==> src/rtl/velocity_command_gate_watchdog_macros.svh <==
// assertion macros for the asserting files (only velocity_command_gate_watchdog.sv includes them)
`ifndef VELOCITY_COMMAND_GATE_WATCHDOG_MACROS_SVH
`define VELOCITY_COMMAND_GATE_WATCHDOG_MACROS_SVH

// same-cycle implication, disabled while reset is low
`define VCGW_ASSERT_NOW(label, clk, rst_n, ante, cons) \
    label: assert property (@(posedge clk) disable iff (!(rst_n)) (ante) |-> (cons)) \
        else $error("vcgw assertion failed");

// next-cycle implication, disabled while reset is low
`define VCGW_ASSERT_NEXT(label, clk, rst_n, ante, cons) \
    label: assert property (@(posedge clk) disable iff (!(rst_n)) (ante) |=> (cons)) \
        else $error("vcgw assertion failed");

`endif

==> src/rtl/vcgw_pkg.sv <==
`default_nettype none
package vcgw_pkg;

    // datapath widths
    localparam int VEL_WIDTH  = 16;
    localparam int AGE_WIDTH  = 16;
    localparam int LIM_WIDTH  = 15;
    localparam int PER_WIDTH  = 10;
    localparam int DUR_WIDTH  = 11;
    localparam int TMO_WIDTH  = 16;
    localparam int SEQ_WIDTH  = 32;
    localparam int RSN_WIDTH  = 3;
    localparam int ACT_WIDTH  = 2;
    localparam int CFG_IDX_W  = 3;
    localparam int CFG_DATA_W = 16;
    localparam int CMP_WIDTH  = (AGE_WIDTH > TMO_WIDTH) ? AGE_WIDTH : TMO_WIDTH;
    localparam int EXT_WIDTH  = ((VEL_WIDTH > LIM_WIDTH + 1) ? VEL_WIDTH : LIM_WIDTH + 1) + 1;

    // configuration register indexes
    localparam logic [CFG_IDX_W-1:0] REG_ARMED         = 3'd0;
    localparam logic [CFG_IDX_W-1:0] REG_LIMIT_VX      = 3'd1;
    localparam logic [CFG_IDX_W-1:0] REG_LIMIT_VY      = 3'd2;
    localparam logic [CFG_IDX_W-1:0] REG_LIMIT_WZ      = 3'd3;
    localparam logic [CFG_IDX_W-1:0] REG_DEADBAND      = 3'd4;
    localparam logic [CFG_IDX_W-1:0] REG_RESEND_TICKS  = 3'd5;
    localparam logic [CFG_IDX_W-1:0] REG_HOLD_DURATION = 3'd6;
    localparam logic [CFG_IDX_W-1:0] REG_TIMEOUT_LIMIT = 3'd7;

    // configuration reset values
    localparam logic [LIM_WIDTH-1:0] RST_LIMIT_VX      = 15'd410;
    localparam logic [LIM_WIDTH-1:0] RST_LIMIT_VY      = 15'd205;
    localparam logic [LIM_WIDTH-1:0] RST_LIMIT_WZ      = 15'd614;
    localparam logic [LIM_WIDTH-1:0] RST_DEADBAND      = 15'd4;
    localparam logic [PER_WIDTH-1:0] RST_RESEND_TICKS  = 10'd100;
    localparam logic [DUR_WIDTH-1:0] RST_HOLD_DURATION = 11'd200;
    localparam logic [TMO_WIDTH-1:0] RST_TIMEOUT_LIMIT = 16'd400;

    // input action codes
    localparam logic [ACT_WIDTH-1:0] ACT_COMMAND = 2'd0;
    localparam logic [ACT_WIDTH-1:0] ACT_TICK    = 2'd1;
    localparam logic [ACT_WIDTH-1:0] ACT_STOP    = 2'd2;
    localparam logic [ACT_WIDTH-1:0] ACT_UNUSED  = 2'd3;

    // result reason codes
    localparam logic [RSN_WIDTH-1:0] RSN_FORWARD  = 3'd0;
    localparam logic [RSN_WIDTH-1:0] RSN_RESEND   = 3'd1;
    localparam logic [RSN_WIDTH-1:0] RSN_INVALID  = 3'd2;
    localparam logic [RSN_WIDTH-1:0] RSN_ZERO     = 3'd3;
    localparam logic [RSN_WIDTH-1:0] RSN_DISARMED = 3'd4;
    localparam logic [RSN_WIDTH-1:0] RSN_TIMEOUT  = 3'd5;
    localparam logic [RSN_WIDTH-1:0] RSN_STOP_REQ = 3'd6;

    typedef struct packed {
        logic                 armed;
        logic [LIM_WIDTH-1:0] limit_vx;
        logic [LIM_WIDTH-1:0] limit_vy;
        logic [LIM_WIDTH-1:0] limit_wz;
        logic [LIM_WIDTH-1:0] deadband;
        logic [PER_WIDTH-1:0] resend_ticks;
        logic [DUR_WIDTH-1:0] hold_duration;
        logic [TMO_WIDTH-1:0] timeout_limit;
    } t_cfg;

    typedef struct packed {
        logic [ACT_WIDTH-1:0]        action;
        logic signed [VEL_WIDTH-1:0] vx;
        logic signed [VEL_WIDTH-1:0] vy;
        logic signed [VEL_WIDTH-1:0] wz;
        logic                        invalid;
    } t_item;

    typedef struct packed {
        logic signed [VEL_WIDTH-1:0] vx;
        logic signed [VEL_WIDTH-1:0] vy;
        logic signed [VEL_WIDTH-1:0] wz;
        logic [DUR_WIDTH-1:0]        duration_ms;
        logic [SEQ_WIDTH-1:0]        request_id;
        logic [RSN_WIDTH-1:0]        reason_code;
    } t_result;

endpackage
`default_nettype wire

==> src/rtl/vcgw_in_if.sv <==
`default_nettype none
interface vcgw_in_if;
    import vcgw_pkg::*;

    logic                        valid;
    logic                        ready;
    logic [ACT_WIDTH-1:0]        action;
    logic signed [VEL_WIDTH-1:0] cmd_vx;
    logic signed [VEL_WIDTH-1:0] cmd_vy;
    logic signed [VEL_WIDTH-1:0] cmd_wz;
    logic                        invalid;

    modport source (output valid, action, cmd_vx, cmd_vy, cmd_wz, invalid, input ready);
    modport sink   (input valid, action, cmd_vx, cmd_vy, cmd_wz, invalid, output ready);
endinterface
`default_nettype wire

==> src/rtl/vcgw_out_if.sv <==
`default_nettype none
interface vcgw_out_if;
    import vcgw_pkg::*;

    logic                        valid;
    logic                        ready;
    logic signed [VEL_WIDTH-1:0] out_vx;
    logic signed [VEL_WIDTH-1:0] out_vy;
    logic signed [VEL_WIDTH-1:0] out_wz;
    logic [DUR_WIDTH-1:0]        duration_ms;
    logic [SEQ_WIDTH-1:0]        request_id;
    logic [RSN_WIDTH-1:0]        reason_code;

    modport source (output valid, out_vx, out_vy, out_wz, duration_ms, request_id,
                    reason_code, input ready);
    modport sink   (input valid, out_vx, out_vy, out_wz, duration_ms, request_id,
                    reason_code, output ready);
endinterface
`default_nettype wire

==> src/rtl/velocity_command_gate_watchdog.sv <==
// channel   dir  modport  payload
// i_cmd     in   sink     action, cmd_vx, cmd_vy, cmd_wz, invalid
// o_res     out  source   out_vx, out_vy, out_wz, duration_ms, request_id, reason_code
// i_cfg_*   in   -        write enable, register index, write data
//
// one item per cycle unless o_res stalls; a result goes via the input and result registers
// the stage between the input register and the result register does shaping and state update
// i_cmd.ready follows o_res.ready in the same cycle while both registers are full
// synchronous active-low reset clears config to defaults and all control state
// items that give no result still pass through the input register and update state
`default_nettype none
`include "velocity_command_gate_watchdog_macros.svh"
module velocity_command_gate_watchdog (
    input  wire logic                            i_clk,
    input  wire logic                            i_rst_n,
    input  wire logic                            i_cfg_we,
    input  wire logic [vcgw_pkg::CFG_IDX_W-1:0]  i_cfg_index,
    input  wire logic [vcgw_pkg::CFG_DATA_W-1:0] i_cfg_data,
    vcgw_in_if.sink                              i_cmd,
    vcgw_out_if.source                           o_res
);
    import vcgw_pkg::*;

    t_cfg    w_cfg;
    t_item   r_in;
    logic    r_in_valid;
    t_item   w_item;
    logic    w_emit;
    t_result w_res;
    t_result r_out;
    logic    r_out_valid;
    logic    w_advance;
    logic    w_load;
    logic    w_take;

    vcgw_cfg u_cfg (
        .i_clk       (i_clk),
        .i_rst_n     (i_rst_n),
        .i_cfg_we    (i_cfg_we),
        .i_cfg_index (i_cfg_index),
        .i_cfg_data  (i_cfg_data),
        .o_cfg       (w_cfg)
    );

    // handshake control
    assign w_advance   = r_in_valid && (!r_out_valid || o_res.ready);
    assign w_take      = i_cmd.valid && i_cmd.ready;
    assign w_load      = w_advance && w_emit;
    assign i_cmd.ready = !r_in_valid || w_advance;

    // input register
    always_ff @(posedge i_clk) begin
        if (!i_rst_n) begin
            r_in_valid <= 1'b0;
        end else if (w_take) begin
            r_in_valid <= 1'b1;
        end else if (w_advance) begin
            r_in_valid <= 1'b0;
        end
    end

    always_ff @(posedge i_clk) begin
        if (w_take) begin
            r_in.action  <= i_cmd.action;
            r_in.vx      <= i_cmd.cmd_vx;
            r_in.vy      <= i_cmd.cmd_vy;
            r_in.wz      <= i_cmd.cmd_wz;
            r_in.invalid <= i_cmd.invalid;
        end
    end

    // per-axis clamp and deadband
    vcgw_shape u_shape_vx (
        .i_v        (r_in.vx),
        .i_limit    (w_cfg.limit_vx),
        .i_deadband (w_cfg.deadband),
        .o_v        (w_item.vx)
    );

    vcgw_shape u_shape_vy (
        .i_v        (r_in.vy),
        .i_limit    (w_cfg.limit_vy),
        .i_deadband (w_cfg.deadband),
        .o_v        (w_item.vy)
    );

    vcgw_shape u_shape_wz (
        .i_v        (r_in.wz),
        .i_limit    (w_cfg.limit_wz),
        .i_deadband (w_cfg.deadband),
        .o_v        (w_item.wz)
    );

    assign w_item.action  = r_in.action;
    assign w_item.invalid = r_in.invalid;

    vcgw_ctrl u_ctrl (
        .i_clk   (i_clk),
        .i_rst_n (i_rst_n),
        .i_fire  (w_advance),
        .i_item  (w_item),
        .i_cfg   (w_cfg),
        .o_emit  (w_emit),
        .o_res   (w_res)
    );

    // result register
    always_ff @(posedge i_clk) begin
        if (!i_rst_n) begin
            r_out_valid <= 1'b0;
        end else if (w_load) begin
            r_out_valid <= 1'b1;
        end else if (o_res.ready) begin
            r_out_valid <= 1'b0;
        end
    end

    always_ff @(posedge i_clk) begin
        if (w_load) begin
            r_out <= w_res;
        end
    end

    assign o_res.valid       = r_out_valid;
    assign o_res.out_vx      = r_out.vx;
    assign o_res.out_vy      = r_out.vy;
    assign o_res.out_wz      = r_out.wz;
    assign o_res.duration_ms = r_out.duration_ms;
    assign o_res.request_id  = r_out.request_id;
    assign o_res.reason_code = r_out.reason_code;

    // checks
    `VCGW_ASSERT_NEXT(a_out_drains, i_clk, i_rst_n,
        o_res.valid && o_res.ready && !w_load, !o_res.valid)
    `VCGW_ASSERT_NEXT(a_in_kept, i_clk, i_rst_n, r_in_valid && !w_advance, r_in_valid)
    `VCGW_ASSERT_NOW(a_stop_is_zero, i_clk, i_rst_n,
        o_res.valid && o_res.reason_code != RSN_FORWARD && o_res.reason_code != RSN_RESEND,
        o_res.out_vx == '0 && o_res.out_vy == '0 && o_res.out_wz == '0)
endmodule
`default_nettype wire

==> src/rtl/vcgw_cfg.sv <==
`default_nettype none
module vcgw_cfg (
    input  wire logic                           i_clk,
    input  wire logic                           i_rst_n,
    input  wire logic                           i_cfg_we,
    input  wire logic [vcgw_pkg::CFG_IDX_W-1:0]  i_cfg_index,
    input  wire logic [vcgw_pkg::CFG_DATA_W-1:0] i_cfg_data,
    output vcgw_pkg::t_cfg                      o_cfg
);
    import vcgw_pkg::*;

    t_cfg r_cfg;

    // register file, written one register per cycle
    always_ff @(posedge i_clk) begin
        if (!i_rst_n) begin
            r_cfg.armed         <= 1'b0;
            r_cfg.limit_vx      <= RST_LIMIT_VX;
            r_cfg.limit_vy      <= RST_LIMIT_VY;
            r_cfg.limit_wz      <= RST_LIMIT_WZ;
            r_cfg.deadband      <= RST_DEADBAND;
            r_cfg.resend_ticks  <= RST_RESEND_TICKS;
            r_cfg.hold_duration <= RST_HOLD_DURATION;
            r_cfg.timeout_limit <= RST_TIMEOUT_LIMIT;
        end else if (i_cfg_we) begin
            unique case (i_cfg_index)
                REG_ARMED:         r_cfg.armed         <= i_cfg_data[0];
                REG_LIMIT_VX:      r_cfg.limit_vx      <= i_cfg_data[LIM_WIDTH-1:0];
                REG_LIMIT_VY:      r_cfg.limit_vy      <= i_cfg_data[LIM_WIDTH-1:0];
                REG_LIMIT_WZ:      r_cfg.limit_wz      <= i_cfg_data[LIM_WIDTH-1:0];
                REG_DEADBAND:      r_cfg.deadband      <= i_cfg_data[LIM_WIDTH-1:0];
                REG_RESEND_TICKS:  r_cfg.resend_ticks  <= i_cfg_data[PER_WIDTH-1:0];
                REG_HOLD_DURATION: r_cfg.hold_duration <= i_cfg_data[DUR_WIDTH-1:0];
                REG_TIMEOUT_LIMIT: r_cfg.timeout_limit <= i_cfg_data[TMO_WIDTH-1:0];
                default: ;
            endcase
        end
    end

    assign o_cfg = r_cfg;
endmodule
`default_nettype wire

==> src/rtl/vcgw_shape.sv <==
`default_nettype none
module vcgw_shape (
    input  wire logic signed [vcgw_pkg::VEL_WIDTH-1:0] i_v,
    input  wire logic [vcgw_pkg::LIM_WIDTH-1:0]        i_limit,
    input  wire logic [vcgw_pkg::LIM_WIDTH-1:0]        i_deadband,
    output logic signed [vcgw_pkg::VEL_WIDTH-1:0]      o_v
);
    import vcgw_pkg::*;

    logic signed [EXT_WIDTH-1:0] w_v;
    logic signed [EXT_WIDTH-1:0] w_lim;
    logic signed [EXT_WIDTH-1:0] w_db;
    logic signed [EXT_WIDTH-1:0] w_clamp;
    logic signed [EXT_WIDTH-1:0] w_mag;

    // clamp to +/- limit, then zero inside the deadband
    always_comb begin
        w_v   = EXT_WIDTH'(i_v);
        w_lim = signed'(EXT_WIDTH'(i_limit));
        w_db  = signed'(EXT_WIDTH'(i_deadband));
        priority if (w_v > w_lim) begin
            w_clamp = w_lim;
        end else if (w_v < -w_lim) begin
            w_clamp = -w_lim;
        end else begin
            w_clamp = w_v;
        end
        w_mag = (w_clamp < 0) ? -w_clamp : w_clamp;
        o_v   = (w_mag < w_db) ? '0 : VEL_WIDTH'(w_clamp);
    end
endmodule
`default_nettype wire

==> src/rtl/vcgw_ctrl.sv <==
`default_nettype none
module vcgw_ctrl (
    input  wire logic           i_clk,
    input  wire logic           i_rst_n,
    input  wire logic           i_fire,
    input  wire vcgw_pkg::t_item i_item,
    input  wire vcgw_pkg::t_cfg  i_cfg,
    output logic                o_emit,
    output vcgw_pkg::t_result   o_res
);
    import vcgw_pkg::*;

    localparam logic [AGE_WIDTH-1:0] AGE_MAX = '1;

    logic signed [VEL_WIDTH-1:0] r_held_vx, n_held_vx;
    logic signed [VEL_WIDTH-1:0] r_held_vy, n_held_vy;
    logic signed [VEL_WIDTH-1:0] r_held_wz, n_held_wz;
    logic                        r_holding, n_holding;
    logic [AGE_WIDTH-1:0]        r_age, n_age;
    logic [PER_WIDTH-1:0]        r_period, n_period;
    logic [SEQ_WIDTH-1:0]        r_seq, n_seq;

    logic [AGE_WIDTH-1:0] w_age_inc;
    logic [PER_WIDTH-1:0] w_period_inc;
    logic                 w_zero;
    logic                 w_stop;

    // decision for one item and next state
    always_comb begin
        n_held_vx = r_held_vx;
        n_held_vy = r_held_vy;
        n_held_wz = r_held_wz;
        n_holding = r_holding;
        n_age     = r_age;
        n_period  = r_period;
        o_emit    = 1'b0;
        w_stop    = 1'b0;
        o_res.vx          = '0;
        o_res.vy          = '0;
        o_res.wz          = '0;
        o_res.duration_ms = i_cfg.hold_duration;
        o_res.request_id  = r_seq;
        o_res.reason_code = RSN_STOP_REQ;

        w_age_inc    = (r_age == AGE_MAX) ? r_age : r_age + 1'b1;
        w_period_inc = r_period + 1'b1;
        w_zero       = (i_item.vx == '0) && (i_item.vy == '0) && (i_item.wz == '0);

        unique case (i_item.action)
            ACT_COMMAND: begin
                priority if (i_item.invalid) begin
                    w_stop            = 1'b1;
                    o_res.reason_code = RSN_INVALID;
                end else if (w_zero) begin
                    w_stop            = 1'b1;
                    n_age             = '0;
                    o_res.reason_code = RSN_ZERO;
                end else if (!i_cfg.armed) begin
                    if (r_holding) begin
                        w_stop            = 1'b1;
                        o_res.reason_code = RSN_DISARMED;
                    end
                end else begin
                    o_emit            = 1'b1;
                    n_held_vx         = i_item.vx;
                    n_held_vy         = i_item.vy;
                    n_held_wz         = i_item.wz;
                    n_holding         = 1'b1;
                    n_age             = '0;
                    o_res.vx          = i_item.vx;
                    o_res.vy          = i_item.vy;
                    o_res.wz          = i_item.wz;
                    o_res.reason_code = RSN_FORWARD;
                end
            end
            ACT_TICK: begin
                n_age = w_age_inc;
                if (w_period_inc < i_cfg.resend_ticks) begin
                    n_period = w_period_inc;
                end else begin
                    n_period = '0;
                    if (i_cfg.armed && r_holding) begin
                        if (CMP_WIDTH'(w_age_inc) > CMP_WIDTH'(i_cfg.timeout_limit)) begin
                            w_stop            = 1'b1;
                            o_res.reason_code = RSN_TIMEOUT;
                        end else begin
                            o_emit            = 1'b1;
                            o_res.vx          = r_held_vx;
                            o_res.vy          = r_held_vy;
                            o_res.wz          = r_held_wz;
                            o_res.reason_code = RSN_RESEND;
                        end
                    end
                end
            end
            ACT_STOP: begin
                w_stop            = 1'b1;
                o_res.reason_code = RSN_STOP_REQ;
            end
            ACT_UNUSED: ;
            default: ;
        endcase

        // any stop clears the held target
        if (w_stop) begin
            o_emit    = 1'b1;
            n_held_vx = '0;
            n_held_vy = '0;
            n_held_wz = '0;
            n_holding = 1'b0;
        end
        n_seq = o_emit ? r_seq + 1'b1 : r_seq;
    end

    // state update on each processed item
    always_ff @(posedge i_clk) begin
        if (!i_rst_n) begin
            r_held_vx <= '0;
            r_held_vy <= '0;
            r_held_wz <= '0;
            r_holding <= 1'b0;
            r_age     <= '0;
            r_period  <= '0;
            r_seq     <= '0;
        end else if (i_fire) begin
            r_held_vx <= n_held_vx;
            r_held_vy <= n_held_vy;
            r_held_wz <= n_held_wz;
            r_holding <= n_holding;
            r_age     <= n_age;
            r_period  <= n_period;
            r_seq     <= n_seq;
        end
    end
endmodule
`default_nettype wire

==> src/flat_wrapper.sv <==
// flat-port wrapper written by rule: the top's interface ports become plain ports
module velocity_command_gate_watchdog_flat import vcgw_pkg::*;
  (i_clk, i_rst_n, i_cfg_we, i_cfg_index, i_cfg_data, i_cmd_valid, i_cmd_action, i_cmd_cmd_vx, i_cmd_cmd_vy, i_cmd_cmd_wz, i_cmd_invalid, i_cmd_ready, o_res_valid, o_res_out_vx, o_res_out_vy, o_res_out_wz, o_res_duration_ms, o_res_request_id, o_res_reason_code, o_res_ready);
  vcgw_in_if i_cmd_i ();
  vcgw_out_if o_res_i ();
  input  wire logic i_clk;
  input  wire logic i_rst_n;
  input  wire logic i_cfg_we;
  input  wire logic [vcgw_pkg::CFG_IDX_W-1:0] i_cfg_index;
  input  wire logic [vcgw_pkg::CFG_DATA_W-1:0] i_cfg_data;
  input wire logic [$bits(i_cmd_i.valid)-1:0] i_cmd_valid;
  input wire logic [$bits(i_cmd_i.action)-1:0] i_cmd_action;
  input wire logic [$bits(i_cmd_i.cmd_vx)-1:0] i_cmd_cmd_vx;
  input wire logic [$bits(i_cmd_i.cmd_vy)-1:0] i_cmd_cmd_vy;
  input wire logic [$bits(i_cmd_i.cmd_wz)-1:0] i_cmd_cmd_wz;
  input wire logic [$bits(i_cmd_i.invalid)-1:0] i_cmd_invalid;
  output wire logic [$bits(i_cmd_i.ready)-1:0] i_cmd_ready;
  output wire logic [$bits(o_res_i.valid)-1:0] o_res_valid;
  output wire logic [$bits(o_res_i.out_vx)-1:0] o_res_out_vx;
  output wire logic [$bits(o_res_i.out_vy)-1:0] o_res_out_vy;
  output wire logic [$bits(o_res_i.out_wz)-1:0] o_res_out_wz;
  output wire logic [$bits(o_res_i.duration_ms)-1:0] o_res_duration_ms;
  output wire logic [$bits(o_res_i.request_id)-1:0] o_res_request_id;
  output wire logic [$bits(o_res_i.reason_code)-1:0] o_res_reason_code;
  input wire logic [$bits(o_res_i.ready)-1:0] o_res_ready;
  assign i_cmd_i.valid = i_cmd_valid;
  assign i_cmd_i.action = i_cmd_action;
  assign i_cmd_i.cmd_vx = i_cmd_cmd_vx;
  assign i_cmd_i.cmd_vy = i_cmd_cmd_vy;
  assign i_cmd_i.cmd_wz = i_cmd_cmd_wz;
  assign i_cmd_i.invalid = i_cmd_invalid;
  assign i_cmd_ready = i_cmd_i.ready;
  assign o_res_valid = o_res_i.valid;
  assign o_res_out_vx = o_res_i.out_vx;
  assign o_res_out_vy = o_res_i.out_vy;
  assign o_res_out_wz = o_res_i.out_wz;
  assign o_res_duration_ms = o_res_i.duration_ms;
  assign o_res_request_id = o_res_i.request_id;
  assign o_res_reason_code = o_res_i.reason_code;
  assign o_res_i.ready = o_res_ready;
  velocity_command_gate_watchdog u_core (.i_clk(i_clk), .i_rst_n(i_rst_n), .i_cfg_we(i_cfg_we), .i_cfg_index(i_cfg_index), .i_cfg_data(i_cfg_data), .i_cmd(i_cmd_i), .o_res(o_res_i));
endmodule
==> config.mk <==
export PLATFORM = sky130hd
export DESIGN_NAME = velocity_command_gate_watchdog_flat
export DESIGN_NICKNAME = d
export VERILOG_FILES = /design/src/rtl/vcgw_pkg.sv /design/src/rtl/vcgw_in_if.sv /design/src/rtl/vcgw_out_if.sv /design/src/rtl/velocity_command_gate_watchdog.sv /design/src/rtl/vcgw_cfg.sv /design/src/rtl/vcgw_shape.sv /design/src/rtl/vcgw_ctrl.sv /design/src/flat_wrapper.sv
export VERILOG_INCLUDE_DIRS = /design/src /design/src/rtl
export SDC_FILE = /design/constraint.sdc
export NUM_CORES = 1
export LEC_CHECK = 0
export ABC_CLOCK_PERIOD_IN_PS = 9700
export BUFFER_PORTS_ARGS = -buffer_cell sky130_fd_sc_hd__clkbuf_2
export CAP_MARGIN = 0
export CORE_UTILIZATION = 55
export CTS_CLUSTER_DIAMETER = 50
export DETAILED_ROUTE_END_ITERATION = 10
export GPL_ROUTABILITY_DRIVEN = 1
export GPL_TIMING_DRIVEN = 0
export PLACE_DENSITY = 0.76
export SLEW_MARGIN = 20
export SYNTH_ARGS = -nofsm -noshare
export SYNTH_HDL_FRONTEND = slang
export SYNTH_SLANG_ARGS = --single-unit
==> constraint.sdc <==
create_clock -name i_clk -period 9.7 [get_ports i_clk]
set_input_delay 0.485 -clock i_clk [delete_from_list [all_inputs] [get_ports i_clk]]
set_output_delay 0.485 -clock i_clk [all_outputs]
set_load 0.005 [all_outputs]
==> Word level (Yosys, flattened, before mapping) <==
Index checks and enable logic that the tools add are counted.
{ "classes": {"n_addsub": 9, "eq_ne": 14, "div": 0, "n_shift": 0, "n_mul": 0, "reduce_logical": 32, "bitwise": 0, "muxes": 73, "magnitude_cmp": 14} }
{ "ops": {"columns": ["cell", "n"], "rows": [
  ["16-bit two-way mux", 22],
  ["48-bit two-way mux", 6],
  ["17-bit two-way mux", 9],
  ["48-bit one-hot mux with 2 select lines", 1],
  ["16-bit > comparator", 4],
  ["16-bit by 17-bit < comparator with 1-bit output", 3],
  ["17-bit by 1-bit < comparator with 1-bit output, second input constant", 3],
  ["17-bit by 16-bit < comparator with 1-bit output", 3],
  ["15-bit negator with 17-bit output", 3],
  ["17-bit negator", 3],
  ["16-bit zero test", 3],
  ["32-bit by 1-bit adder with 32-bit output, second input constant", 1],
  ["16-bit one-hot mux with 2 select lines", 1],
  ["1-bit two-way mux", 23],
  ["2-bit AND reduction", 10],
  ["3-bit two-way mux", 6],
  ["16-bit by 1-bit adder with 16-bit output, second input constant", 1],
  ["16-bit equality test, second input constant", 1],
  ["3-bit equality test, second input constant", 4],
  ["10-bit by 1-bit adder with 10-bit output, second input constant", 1],
  ["10-bit < comparator", 1],
  ["10-bit two-way mux", 1],
  ["2-bit nonzero test", 5],
  ["3-bit by 2-bit equality test with 1-bit output, second input constant", 2],
  ["other kinds (17)", 25]
]} }
{ "totals": {"ram_bits": 0, "mem_count": 0, "latchBits": 0, "mem_bits_ro": 0, "register_bits": 352, "elab_cells": 170, "output_inout_bits": 96} }

==> Depth between registers and ports, before layout <==
Gate-level depths: netlist of run 1.
{ "logic_depth": {"depth_word": 17, "depth_mapped": 38, "ltp_nobuf": 34} }

==> By module <==
Synthesis of run 1 repeated with hierarchy kept, for this count alone.
{ "unflattened": {"hier_cells": 2358, "area_unflattened_um2": 22094.9} }
{ "modules_own_cells": {"columns": ["mod", "cells_each", "n_inst", "area_per_inst_um2", "seq_area_each_um2"], "rows": [
  ["vcgw_shape", 342, 3, 2407.3, 0.0],
  ["vcgw_ctrl", 814, 1, 6595.1, 2142.1],
  ["velocity_command_gate_watchdog", 158, 1, 4466.8, 4394.2],
  ["vcgw_cfg", 360, 1, 3811.2, 1961.9]
]} }

==> Worst setup path before layout of run 1 <==
Ideal clock, no wire load.
{ "synth_path": {"path_type": "reg2reg", "from": "register u_core.u_cfg.r_cfg, in the netlist u_core.u_cfg.o_cfg[67]", "to": "register u_core.r_out, in the netlist u_core.o_res.duration_ms[0], enable pin", "arrival_time_ns": 9.292, "path_buffers": 4, "path_slack_ns": -0.069, "period_less_slack_ns": 9.769, "required_time_ns": 9.223, "path_stages_with_launch": 34, "path_cell_list": "dfxtp_1 inv_1 ha_1 or3b_1 clkbuf_1 or3_1 buf_2 or3_4 xnor2_2 ha_1 and4_1 a221o_1 a31oi_1 o211a_1 nor2_1 or4_1 clkbuf_1 o21ai_1 nor2_1 xnor2_1 ha_1 a21o_1 a21oi_1 nor2b_1 o21ai_0 nand2b_1 a21oi_1 a21oi_1 or3_1 a21o_1 a32oi_4 nand2_4 buf_2 nor2_2"} }
{ "synth_between": {"elab_chain_len": 16, "word_cells_on_any_way": 21, "classes_between": "add/sub: 2; order compare: 4; mux: 11; reduce/logical: 4"} }
{ "synth_rtl": {"columns": ["element", "line", "text"], "rows": [
  ["start, declared", "vcgw_cfg.sv:12", "t_cfg r_cfg;"],
  ["15-bit negator with 17-bit output", "vcgw_shape.sv:23, vcgw_shape.sv:24", null],
  ["16-bit by 17-bit < comparator with 1-bit output", "vcgw_shape.sv:23", "end else if (w_v < -w_lim) begin"],
  ["17-bit two-way mux", "vcgw_shape.sv:23", null],
  ["17-bit two-way mux (*)", "vcgw_shape.sv:21", "priority if (w_v > w_lim) begin"],
  ["17-bit negator / 17-bit by 1-bit < comparator with 1-bit output (equally long branches)", "vcgw_shape.sv:28", "w_mag = (w_clamp < 0) ? -w_clamp : w_clamp;"],
  ["17-bit two-way mux", "vcgw_shape.sv:28", null],
  ["17-bit by 16-bit < comparator with 1-bit output", "vcgw_shape.sv:29", "o_v = (w_mag < w_db) ? '0 : VEL_WIDTH'(w_clamp);"],
  ["16-bit two-way mux (*)", "vcgw_shape.sv:29", null],
  ["16-bit zero test (*)", "vcgw_ctrl.sv:47", "w_zero = (i_item.vx == '0) && (i_item.vy == '0) && (i_item.wz == '0);"],
  ["1-bit logical AND (*) (2 in series)", "vcgw_ctrl.sv:47", null],
  ["1-bit two-way mux", "vcgw_ctrl.sv:54", "end else if (w_zero) begin"],
  ["1-bit two-way mux", "vcgw_ctrl.sv:51", "priority if (i_item.invalid) begin"],
  ["1-bit one-hot mux with 3 select lines / 1-bit one-hot mux with 2 select lines (equally long branches)", "vcgw_ctrl.sv:49", "unique case (i_item.action)"],
  ["1-bit two-way mux (*)", "vcgw_ctrl.sv:105", "if (w_stop) begin"],
  ["1-bit logical AND (*)", "velocity_command_gate_watchdog.sv:48", "assign w_load = w_advance && w_emit;"],
  ["net u_core.w_load", "velocity_command_gate_watchdog.sv:33", "logic w_load;"],
  ["end signal, assigned", "velocity_command_gate_watchdog.sv:120", "r_out <= w_res;"],
  ["end, declared", "velocity_command_gate_watchdog.sv:30", "t_result r_out;"]
]} }
Mark *: on every way through the listed nets, which the timed path passes. The rest lies on a longest branch.
A chain may end at the register's enable or synchronous reset.

==> Final worst setup path of run 1 <==
{ "layout_path": {"from": "register u_core.u_cfg.r_cfg, in the netlist u_core.u_cfg.o_cfg[82]", "to": "register u_core.r_out, in the netlist u_core.o_res.out_vy[9], enable pin"} }
Same word-level chain as after synthesis.

==> impl_metrics.json, run 1 <==
{
  "outcome": "finished clean",
  "core-area_um2": 36960,
  "yosysTopAreaCellShare_pct": 20.90,
  "crit_path_top_delay_cell": "a2111oi_0",
  "syn_area_per_cell_um2": 9.236,
  "muxShareOfSynthArea_pct": 2.486,
  "finalPower_w": 0.003882,
  "leakagePower_nw": 9.321,
  "yosysMostFrequentCell": "nand2_1",
  "dpl.cell_count": 2930,
  "drive_gt1_share_pct": 13.50,
  "syn_nets": 2500,
  "crit_fanout": 33,
  "syn_area_um2": 20840,
  "crit_path_start": "u_core.u_cfg.o_cfg[82]",
  "finalCriticalPeriod_ps": 9257,
  "finalClockSkew_ps": 21.04,
  "tightestPinTransition_ps": 1103,
  "grt-busiest-layer": "met2",
  "area_delta_synth_final_pct": 15.17,
  "grt_overflow": 0,
  "clk_pin_slew_ps": 60,
  "dieArea_um2": 38670,
  "cts_tree": "done",
  "hold_slack_ps": 81.10,
  "gp_congestion": 0.9865,
  "hpwl_mm": 45.70,
  "crit_path_end_kind": "register",
  "clock_latency_ps": 580,
  "firstDrtPassIters": 6,
  "min_from": "i_cmd_invalid",
  "boundaryPins": 171,
  "reg2reg_from": "u_core.u_cfg.o_cfg[82]",
  "synthArstFlopShare_pct": 0,
  "synth_area_leaders": "edfxtp_1 21%, dfxtp_1 20%, ha_1 10%, nand2_1 5.8%, a21oi_1 4.3%",
  "ant_nets": 0,
  "io_buffers": 166,
  "vias": 18550,
  "grt_max_degree": 44,
  "cts_made_buffers": 44,
  "seq_area_frac_synth_pct": 40.78,
  "maxSlewHeadroom_pct": 25.55,
  "synth_edf_count": 145,
  "power_density_nw_per_um2": 161.8,
  "cpMostUsedCell": "a21o_1",
  "synth_top_family_by_area": "compound AO/OA/AOI/OAI gates",
  "viasPerCell": 6.153,
  "synth-simple-area-share_pct": 18.27,
  "synthDistinctLibCells": 101,
  "syn_inst": 2256,
  "grt_use_met1_pct": 42.83,
  "fin_cells": 3015,
  "grt_pass1_vias": 17408,
  "grtUsageTotal_pct": 31.58,
  "fin_crit_sh_pct": 95.44,
  "regArea_um2": 8498,
  "routed_wl_mm": 61.74,
  "drv_slew": 0,
  "critPathArrivalTime_ps": 9530,
  "dieHeight_um": 196.6,
  "wire_per_inst_um": 20.48,
  "maxCapViolations": 0,
  "path_class": "reg -> reg",
  "synthesis.yosys.warnings": 0,
  "clock-sinks": 352,
  "yosys.area.top_type": "edfxtp_1",
  "drtIter0Drc": 1750,
  "antenna_found_initial": 0,
  "root_buffer": "clkbuf_16",
  "ir_drop_v": 0.0001355,
  "synth_compound_area_share_pct": 19.25,
  "synthAdderAreaFrac_pct": 10.15,
  "multiInputGateArea_um2": 11350,
  "drc": 0,
  "diodes": 0,
  "required_ps": 9970,
  "rsz0062_at_grt": "false",
  "max_freq_mhz": 108.0,
  "hold_class": "in -> reg",
  "fp.dieW_um": 196.6,
  "grtUsageMet3_pct": 4.945,
  "synthXorXnorAreaFrac_pct": 4.197,
  "setup_viol": 0,
  "final_hold_viol_count": 0,
  "rows": 70,
  "clockBufferDepth": 3,
  "initial_utilization_pct": 56.38,
  "synth_ff_type": "dfxtp_1",
  "yosys-top-cells-count": "322 x nand2_1, 207 x dfxtp_1, 180 x a21oi_1",
  "max_stage_delay_ps": 600,
  "nets": 2719,
  "ys_ff_latch": 352,
  "fillCellCount": 3092,
  "use_met2_pct": 50.39,
  "startpoint_type": "register",
  "grt_pass1_wl_mm": 95.57,
  "htreeDepth": 2,
  "ctsHoldBuffers": 0
}
## critical path, delay by kind of cell, from the launching register on
family          cells  cell delay [ps]
flops               1              390
xor+xnor            1              170
simple gates       11             2780
compound gates     14             3050
buf+inv             7             1530
fa+ha+maj           4             1000
## placed cells by master (no fill, tap or decap), types with 46 or more instances in the layout
cell type / n
inv_1: 137
a21oi_1: 180
ha_1: 169
nand3_1: 58
nor2_1: 114
nand2_1: 322
clkbuf_1: 83
clkbuf_16: 46
xnor2_1: 77
o21ai_0: 71
edfxtp_1: 145
clkbuf_2: 169
dfxtp_1: 207
## report_power, final
part           switching [W]  internal (W)  total (W)
clock               0.000701       0.00103    0.00173
combinational       0.000347      0.000199   0.000546
sequential         0.0000290       0.00158    0.00161
total                0.00108       0.00281    0.00388
## stage by stage
step                      setup slack [ps]  utilization [%]  cell area (µm²)  setup TNS (ps)
after floorplan                       1037                -            20840               0
after global placement               -1034            60.35            22300          -98950
after detailed placement             16.49            60.61            22400               0
after CTS                            87.15            64.84            23970               0
after global routing                 11.21            64.93            24000               0
final                                442.7            64.93            24000               0
## per-layer routing
| metal | part of all wire (%) | up-vias |
|---|---|---|
| met1 | 43 | 8834 |
| met2 | 45 | 836 |
| met3 | 8.0 | 151 |
| met4 | 3.8 | 0 |
| li1 | - | 8729 |
| met5 | 0 | - |
## state kept, by name, indices dropped and copies added (netlist names), 11 cells and up
register                  cells
u_core.o_res.duration_ms     11
u_core.o_res.out_vx          16
u_core.o_res.out_vy          16
u_core.o_res.out_wz          16
u_core.o_res.request_id      32
u_core.r_in                  51
u_core.u_cfg.o_cfg           98
u_core.u_ctrl.r_age          16
u_core.u_ctrl.r_held_vx      16
u_core.u_ctrl.r_held_vy      16
u_core.u_ctrl.r_held_wz      16
u_core.u_ctrl.r_seq          32
## area by class of cell
type	instances	share of cell area (%)
Tap cell	504	2.628
Clock inverter	33	1.611
Timing Repair Buffer	172	3.921
Inverter	139	2.174
Clock buffer	49	4.885
Sequential cell	352	35.41
Multi-Input combinational cell	1654	47.31
Buffer	112	2.059
## final timing paths
kind / to / slack, ps / cells after the start
worst max-delay path: u_core.o_res.out_vy[9] / 440 / 37
worst min-delay path: u_core.r_in[0] / 80 / 1
worst max register to register: u_core.o_res.out_vy[9] / 440 / 37
worst min register to register: u_core.o_res.duration_ms[1] / 430 / 0
## kinds of logic (layout without fill, tap and decap cells)
logic type / after synthesis / after routing
compound gates: 580 / 580
xor+xnor: 99 / 99
fa+ha+maj: 169 / 169
buf+inv: 251 / 505
flops: 352 / 352
mux: 51 / 51
simple gates: 754 / 755
## what timing repair did
item / 4_1_cts / 5_1_grt
gates cloned: 1 / 0
hold endpoints to repair: 0 / 0
setup buffers: 0 / 2
resized for setup: 0 / 4
endpoints found under the setup margin: 33 / 97
pin swaps: 1 / 1
Note: power is estimated with default switching activity, not from simulation.
==> run 2: changes to the inputs <==
--- a/config.mk
+++ b/config.mk
@@ -9,12 +9,13 @@
 export ABC_CLOCK_PERIOD_IN_PS = 9700
 export BUFFER_PORTS_ARGS = -buffer_cell sky130_fd_sc_hd__clkbuf_2
 export CAP_MARGIN = 0
-export CORE_UTILIZATION = 55
+export CORE_MARGIN = 3
+export CORE_UTILIZATION = 50
 export CTS_CLUSTER_DIAMETER = 50
 export DETAILED_ROUTE_END_ITERATION = 10
 export GPL_ROUTABILITY_DRIVEN = 1
 export GPL_TIMING_DRIVEN = 0
-export PLACE_DENSITY = 0.76
+export PLACE_DENSITY = 0.7
 export SLEW_MARGIN = 20
 export SYNTH_ARGS = -nofsm -noshare
 export SYNTH_HDL_FRONTEND = slang
==> impl_metrics.json, run 2 (synthesized netlist as in run 1, its figures left out) <==
{
  "gp_congestion": 0.9676,
  "path_class": "reg -> reg",
  "outcome": "finished clean",
  "critPathArrivalTime_ps": 9420,
  "routed_wl_mm": 63.29,
  "fillCellCount": 3565,
  "r2r_slack_ps": 560,
  "reg2reg_from": "u_core.u_cfg.o_cfg[82]",
  "root_buffer": "clkbuf_16",
  "setup_viol": 0,
  "maxCapViolations": 0,
  "crit_family": "compound AO/OA/AOI/OAI gates",
  "nets": 2721,
  "crit_path_top_delay_cell": "a2111oi_2",
  "finalClockSkew_ps": 14.23,
  "fp.dieW_um": 210.1,
  "largest_reg_flops": 98,
  "dieArea_um2": 44160,
  "dieHeight_um": 210.1,
  "power_density_nw_per_um2": 160.2,
  "clk_pin_slew_ps": 50,
  "clock_latency_ps": 570,
  "ant_nets": 0,
  "max_freq_mhz": 109.4,
  "finalPower_w": 0.003850,
  "diodes": 0,
  "place_area_um2": 22440,
  "viasPerCell": 6.067,
  "leakagePower_nw": 9.335,
  "grtUsageTotal_pct": 27.95,
  "clock-sinks": 352,
  "rows": 74,
  "min_to": "u_core.r_in[46]",
  "hpwl_mm": 47.31,
  "wire_per_inst_um": 20.78,
  "hold_depth": 1,
  "grt_pass1_wl_mm": 98.15,
  "initial_utilization_pct": 50.80,
  "io_buffers": 166,
  "crit_fanout": 10,
  "rsz0062_at_grt": "false",
  "grt_overflow": 0,
  "core-area_um2": 41020,
  "cts_tree": "done",
  "max_stage_delay_ps": 460,
  "tightestPinTransition_ps": 1165,
  "crit_path_end_kind": "register",
  "final_hold_viol_count": 0,
  "rr_worst_depth": 37,
  "ir_drop_v": 0.0001324,
  "startpoint_type": "register",
  "boundaryPins": 171,
  "r2r_end": "u_core.o_res.out_vy[9]",
  "crit_buf_inv": 6,
  "drtIter0Drc": 1968,
  "drv_slew": 0,
  "final_common_cell": "nand2_1",
  "layout_common_cells": "322 x nand2_1, 207 x dfxtp_1, 179 x a21oi_1",
  "cpMostUsedCell": "a21o_1",
  "vias": 18475,
  "htreeDepth": 2,
  "maxSlewHeadroom_pct": 21.66,
  "firstDrtPassIters": 6,
  "drive_gt1_share_pct": 13.57,
  "postLayoutCellArea_um2": 24040,
  "required_ps": 9990,
  "hold_class": "in -> reg",
  "min_from": "i_cmd_cmd_vx[13]",
  "cts_made_buffers": 45,
  "fin_crit_sh_pct": 94.21,
  "clockBufferDepth": 3,
  "grt_max_degree": 44,
  "drc": 0,
  "area_delta_synth_final_pct": 15.36,
  "antenna_found_initial": 0,
  "grt_pass1_vias": 17767,
  "finalCriticalPeriod_ps": 9138
}
[run 2: worst max path at each step]
stage / startpoint / end / slack [ps] / cells past startpoint
after floorplan: u_core.u_cfg.o_cfg[67] / u_core.o_res.duration_ms[0] / 1040 / 33
after global placement: u_core.u_cfg.o_cfg[83] / u_core.o_res.out_wz[1] / -1040 / 35
after detailed placement: u_core.u_cfg.o_cfg[82] / u_core.o_res.out_vx[6] / 200 / 32
after CTS: u_core.u_cfg.o_cfg[83] / u_core.o_res.out_wz[3] / 120 / 32
after global routing: u_core.u_cfg.o_cfg[83] / u_core.o_res.out_vy[9] / 80 / 37
final: u_core.u_cfg.o_cfg[82] / u_core.o_res.out_vy[9] / 560 / 37
[run 2: layout make-up]
| cell class | instances | area (µm²) | area share (%) |
|---|---|---|---|
| Clock buffer | 55 | 1267 | 5.273 |
| Inverter | 139 | 521.8 | 2.171 |
| Timing Repair Buffer | 173 | 960.9 | 3.997 |
| Sequential cell | 352 | 8498 | 35.35 |
| Clock inverter | 28 | 265.3 | 1.103 |
| Tap cell | 532 | 665.6 | 2.769 |
| Buffer | 112 | 493.0 | 2.051 |
| Multi-Input combinational cell | 1654 | 11370 | 47.28 |
[run 2: where the power goes]
group	total [W]	internal (W)	leakage [nW]	switching (W)
logic	0.000547	0.000201	5.56	0.000347
clock network	0.00170	0.00100	0.759	0.000693
registers	0.00161	0.00158	3.02	0.0000295
total	0.00385	0.00278	9.34	0.00107
[run 2: timing repair]
action	4_1_cts	5_1_grt
setup buffers	0	3
endpoints found under the setup margin	0	169
hold endpoints to repair	0	0
gates resized for setup	0	6
hold buffers	0	0
[run 2: per-stage QoR]
stage	std cells	worst slack (ps)	hold WS [ps]	TNS (ps)	utilization, %
after floorplan	2256	1037	408.1	0	-
after global placement	2954	-1038	416.1	-98760	54.46
after detailed placement	2958	201.7	417.5	0	54.70
after CTS	3041	122.9	55.54	0	58.44
after global routing	3045	81.91	68.41	0	58.61
final	3045	561.7	86.22	0	58.61
[run 2: routing by layer]
metal | up-vias | GRT usage [%] | part of all wire, %
met5 | - | 0 | 0
met4 | 0 | 11.42 | 3.9
met3 | 165 | 4.271 | 7.7
met2 | 841 | 45.34 | 46
met1 | 8739 | 37.64 | 43
li1 | 8730 | - | -
